===== src/hw/rtl/tlb_pkg.sv =====
// tlb_pkg: shared types, constants and defaults for the page table translate block
// no dependencies
package tlb_pkg;
  localparam int TLB_ENTRIES_D = 16;
  localparam int PAGE_COUNT_D  = 256;
  localparam int FRAME_COUNT_D = 256;
  localparam int PAGE_BYTES_D  = 256;
  localparam int VA_W   = 16;
  localparam int DATA_W = 8;
  localparam int CNT_W  = 32;

  typedef enum logic {
    OP_READ = 1'b0,
    OP_MAP  = 1'b1
  } op_t;

  typedef struct packed {
    logic                     op;
    logic [VA_W-1:0]          virt_addr;
    logic [VA_W-1:0]          phys_addr;
    logic signed [DATA_W-1:0] write_value;
  } req_t;

  typedef struct packed {
    logic signed [DATA_W-1:0] read_data;
    logic                     page_fault;
    logic                     tlb_hit;
    logic [CNT_W-1:0]         hit_total;
    logic [CNT_W-1:0]         miss_total;
    logic [CNT_W-1:0]         fault_total;
  } rsp_t;
endpackage


===== src/hw/rtl/tlb_queue.sv =====
// tlb_queue: two entry beat queue between front and back
// depends on tlb_pkg
module tlb_queue (
  input  logic          clk,
  input  logic          rst_n,
  input  logic          in_valid,
  output logic          in_ready,
  input  tlb_pkg::req_t in_data,
  output logic          out_valid,
  input  logic          out_ready,
  output tlb_pkg::req_t out_data
);
  import tlb_pkg::*;
  req_t       mem_r [2];
  logic       wp_r, rp_r;
  logic [1:0] cnt_r;
  logic       push, pop;

  assign in_ready  = (cnt_r != 2'd2);
  assign out_valid = (cnt_r != 2'd0);
  assign out_data  = mem_r[rp_r];
  assign push = in_valid && in_ready;
  assign pop  = out_valid && out_ready;

  always_ff @(posedge clk) begin
    if (push) mem_r[wp_r] <= in_data;
    if (!rst_n) begin
      wp_r <= 1'b0; rp_r <= 1'b0; cnt_r <= 2'd0;
    end else begin
      if (push) wp_r <= ~wp_r;
      if (pop) rp_r <= ~rp_r;
      cnt_r <= cnt_r + {1'b0, push} - {1'b0, pop};
    end
  end
endmodule


===== config.mk =====
export PLATFORM = sky130hd
export DESIGN_NAME = tlb_queue
export DESIGN_NICKNAME = d
export VERILOG_FILES = /design/src/hw/rtl/tlb_pkg.sv /design/src/hw/rtl/tlb_queue.sv
export SDC_FILE = /design/constraint.sdc
export NUM_CORES = 1
export LEC_CHECK = 0
export ABC_CLOCK_PERIOD_IN_PS = 2900
export BUFFER_PORTS_ARGS = -buffer_cell sky130_fd_sc_hd__buf_2
export CAP_MARGIN = 5
export CORE_ASPECT_RATIO = 1.25
export CORE_UTILIZATION = 46
export CTS_CLUSTER_SIZE = 28
export DETAILED_ROUTE_END_ITERATION = 8
export PLACE_DENSITY_LB_ADDON = 0.05
export SLEW_MARGIN = 40
export SYNTH_ARGS = -nofsm -noshare
export SYNTH_HDL_FRONTEND = slang
export SYNTH_SLANG_ARGS = --single-unit

===== constraint.sdc =====
create_clock -name clk -period 2.9 [get_ports clk]
set_input_delay 0.29 -clock clk [delete_from_list [all_inputs] [get_ports clk]]
set_output_delay 0.29 -clock clk [all_outputs]
set_load 0.005 [all_outputs]

# After elaboration in Yosys (flattened, before gate mapping)
# Memory sizes are Yosys's and may differ from the RTL's. A register that Yosys moved wholly into a read port is not among the register bits.
# Index checks and enable logic that the tools add are counted.
# word_totals
elab_cells,16
output_inout_bits,43
in_bits,45
ff_bits,4
n_memories,1
ramBits,82
# memory_table
name,depth,width,read_ports,rd_clocked_by_memory_dff,wr,line_no,rtl
mem_r,2,41,1,1,1,tlb_queue.sv:14,req_t mem_r [2];
# op_classes
add_sub_neg,2
reduce_logical,3
eq_ne,1
n_mux,4
n_bitwise,2
# ops
op,count
1-bit 2-to-1 mux,4
2-bit by 1-bit adder with 2-bit output,1
1-bit logical AND,2
2-bit != test (second input constant),1
1-bit inverter,2
2-bit nonzero test,1
2-bit by 1-bit subtractor with 2-bit output,1

# Logic depth before layout (Yosys ltp)
# depth
word_depth,4
mapped_depth,8

# Worst setup path after synthesis
# OpenSTA, ideal clock, no wires.
# synth_path
kind,register to register
startpoint,register cnt_r[0]
endpoint,"memory mem_r[0][0] (netlist bit), enable pin"
setup_time_ns,0.439
period_less_slack_ns,2.772
path_slack_ns,0.128
n_path_buf,0
stages_incl_launch_ff,4
t_arrival_ns,2.333
cell_sequence,dfxtp_1 > nand2b_1 > nand2_1 > nor2_1
# synth_between
elab_chain_len,4
# synth_rtl
item,line_no,rtl
start: declaration,tlb_queue.sv:16,logic [1:0] cnt_r;
start signal: assignment,tlb_queue.sv:32,"cnt_r <= cnt_r + {1'b0, push} - {1'b0, pop};"
2-bit != test,tlb_queue.sv:19,assign in_ready = (cnt_r != 2'd2);
named net in_ready,tlb_queue.sv:7,"output logic in_ready,"
1-bit logical AND,tlb_queue.sv:22,assign push = in_valid && in_ready;
1-bit 2-to-1 mux,tlb_queue.sv:26,if (push) mem_r[wp_r] <= in_data;
1-bit 2-to-1 mux (not written as such),tlb_queue.sv:26,
end: declaration,tlb_queue.sv:14,
# The timed path passes the listed nets, and every way through them passes these cells.

# Final worst setup path
# layout_path
startpoint,register cnt_r[0]
endpoint,"memory mem_r[0][8] (netlist bit), enable pin"
# layout_between
elab_chain_len,4
# layout_rtl
item,line_no
2-bit != test,tlb_queue.sv:19
1-bit logical AND,tlb_queue.sv:22
1-bit 2-to-1 mux,tlb_queue.sv:26
1-bit 2-to-1 mux (not written as such),tlb_queue.sv:26
# Every way passes these cells.

==> run_results.csv <==
group,metric,value,unit
run_status,status,"finished, final reports clean",
global_routing,grt_max_degree,42,
clock_network,cts_resized,0,
route,ant_nets,0,
power_and_ir_drop,ir_worst_vdd,0.637,mV
die,die_height,98.1,microns
hold_path,min_path_type,"in -> reg",
route,post_drt_via_cell_ratio,4.79,
placement,port_buffers,87,
clock_network,cts_tree,"done",
critical_path,path_cells,"nand2b_1, nand2_1, nor2_4, buf_4",
power_and_ir_drop,p_int,2.55,mW
sta,tightest_slew,0.563,ns
sta,hold_violations,0,
route,firstDrtPassIters,4,
finish,diodes,0,
synth,synth_top_family_by_area,"multiplexers",
sta,timing.setup.tns,0,ns
critical_path,crit_arrival,1.90,ns
route,vias,1643,
finish,final_cell_mix,"87 x buf_2, 82 x edfxtp_1, 40 x mux2_4, 9 x clkbuf_8, 4 x dfxtp_1",
finish,fill_cells,586,
sta,finalCritPeriodShare,0.652,
finish,layout_commonest_cell,"buf_2",
synth,syn_nets,199,
synth,syn_area_per_cell,22.4,sq um
synth,synth.cell_area,0.00340,sq mm
finish,final_area,0.00411,sq mm
synth,yosys.cell_types.count,18,
power_and_ir_drop,p_leak,1.62,nW
synth,synthAdderAreaFrac,0.00736,
die,die_area,0.00774,sq mm
global_routing,grt_pass1_wl,8090,microns
critical_path,reg2regPathDepth,4,
synth,synth_mux_area_frac,0.183,
synth,synth_compound_area_frac,0.00258,
clock_network,cts.htree.levels,3,
finish,syn_to_final_growth,20.7,%
route,drc,0,
synth,syn_inst,152,
critical_path,startpoint_type,"flip-flop",
sta,fmax,0.529,GHz
global_routing,track_usage,0.145,
power_and_ir_drop,p_seq_frac,0.484,
sta,drv_slew,0,
clock_network,cts_root_buf,"clkbuf_8",
placement,gp_congestion,0.710,
clock_network,clk_pin_slew,0.08,ns
hold_path,hold_depth,1,
sta,setup_viol,0,
synth,synthXorXnorAreaFrac,0.00773,
sta,maxSlewHeadroom,0.625,
critical_path,cp_slowest_stage_delay,0.43,ns
die,row_count,34,
die,die_w,78.9,microns
power_and_ir_drop,sw_frac_of_total,0.245,
die,io_pins,88,
run,drv_cap,0,
clock_network,cts_sinks,87,
placement,hpwl,3650,microns
synth,synthSimpleGateAreaFrac,0.0180,
clock_network,numCtsBuffers,9,
synth,yosysWarnings,0,
critical_path,end_kind,"flip-flop",
global_routing,grt_pass1_vias,1741,
die,start_util,0.482,
sta,grt_setup_unrepaired,"false",
route,routed_wl,5280,microns
clock_network,post_cts_buffers,0,
power_and_ir_drop,clkPwrFrac,0.259,
route,routedWlPerCell,15.4,microns
die,core-area,0.00706,sq mm
critical_path,slowest_stage,"nor2_4",
clock_network,cts_hold_buf,0,
clock_network,clk-insertion-delay-late,0.33,ns
sta,finClkSkew,0.00584,ns
power_and_ir_drop,combPwrFrac,0.257,
sta,period_minus_slack,1.89,ns
route,drtIter0Drc,39,
finish,num-nets-final,295,
power_and_ir_drop,power_density,823,mW/mm^2
critical_path,worstPathMaxFanout,25,
power_and_ir_drop,p_total,3.38,mW
critical_path,required,2.91,ns
power_and_ir_drop,switching_power,0.827,mW
global_routing,antenna_found_initial,0,
finish,drive_above_1_share,0.589,
synth,yosys_register_bits,87,
synth,synth_seq_area_share,0.753,
global_routing,overflow,0,
placement,placed_cell_area,0.00389,sq mm
critical_path,critPathKind,"reg -> reg",
clock_network,clockBufferDepth,2,
critical_path,r2r_setup_slack,1.01,ns
-- flip-flops by register name, indices dropped and copies added (netlist names), named ones only --
signal  flops
mem_r      82
cnt_r       2
rp_r        1
wp_r        1
-- Yosys cell counts --
| master | number | area share |
|---|---|---|
| and2_1 | 2 | 0.0037 |
| and3_1 | 1 | 0.0018 |
| buf_12 | 4 | 0.024 |
| buf_6 | 1 | 0.0033 |
| dfxtp_1 | 5 | 0.029 |
| edfxtp_1 | 82 | 0.72 |
| ha_1 | 2 | 0.0074 |
| inv_1 | 1 | 0.0011 |
| mux2_2 | 1 | 0.0033 |
| mux2_4 | 40 | 0.18 |
| mux2i_1 | 1 | 0.0029 |
| nand2_1 | 2 | 0.0022 |
| nand2b_1 | 2 | 0.0037 |
| nor2_1 | 1 | 0.0011 |
| nor2b_1 | 2 | 0.0037 |
| o21a_2 | 1 | 0.0026 |
| or2_2 | 1 | 0.0018 |
| xnor2_1 | 3 | 0.0077 |
-- layer usage --
layer	part of all wire	GRT usage
met1	0.38	0.152
met2	0.56	0.266
met3	0.049	0.0327
met4	0.018	0.0755
met5	0	0
-- critical path: cells and delay by family, from the launching register on --
family / cells / cell delay, ns
buf+inv: 1 / 0.42
flops: 1 / 0.39
simple gates: 3 / 0.73
-- power groups by stage --
| stage | clock (mW) | combinational, mW | sequential [mW] |
|---|---|---|---|
| 2_1_floorplan | 0 | 0.661 | 1.65 |
| 3_3_place_gp | 0 | 0.857 | 1.65 |
| 3_5_place_dp | 0 | 0.885 | 1.67 |
| 4_1_cts | 0.890 | 0.887 | 1.64 |
| 5_1_grt | 0.944 | 0.945 | 1.65 |
| 6_report | 0.875 | 0.868 | 1.64 |
-- kinds of logic after synthesis --
group	Yosys count
flops	87
simple gates	11
fa+ha+maj	2
buf+inv	6
mux	42
compound gates	1
xor+xnor	3
-- through the flow --
stage	worst slack, ns	hold slack (ns)	util	instances
floorplan	0.128	0.389	-	152
global placement	1.15	0.477	0.551	327
detailed placement	0.983	0.481	0.551	327
CTS	0.967	0.120	0.581	343
global route	0.854	0.117	0.581	343
finish	1.01	0.138	0.581	343
-- final timing paths --
check | start | endpoint
max reg2reg | cnt_r[0] | mem_r[0][8]
min | in_data[34] | mem_r[1][34]
max | cnt_r[0] | mem_r[0][8]
min reg2reg | wp_r | wp_r
-- layout make-up --
cell class	count	area [sq um]	area share
inverter	1	3.75	0.000914
timing repair buffer	90	458	0.112
sequential	87	2560	0.625
tap	90	113	0.0274
clock buffer	10	128	0.0311
clock inverter	6	83.8	0.0204
multi-input combinational	59	756	0.184
Note: power is estimated with default switching activity, not from simulation.
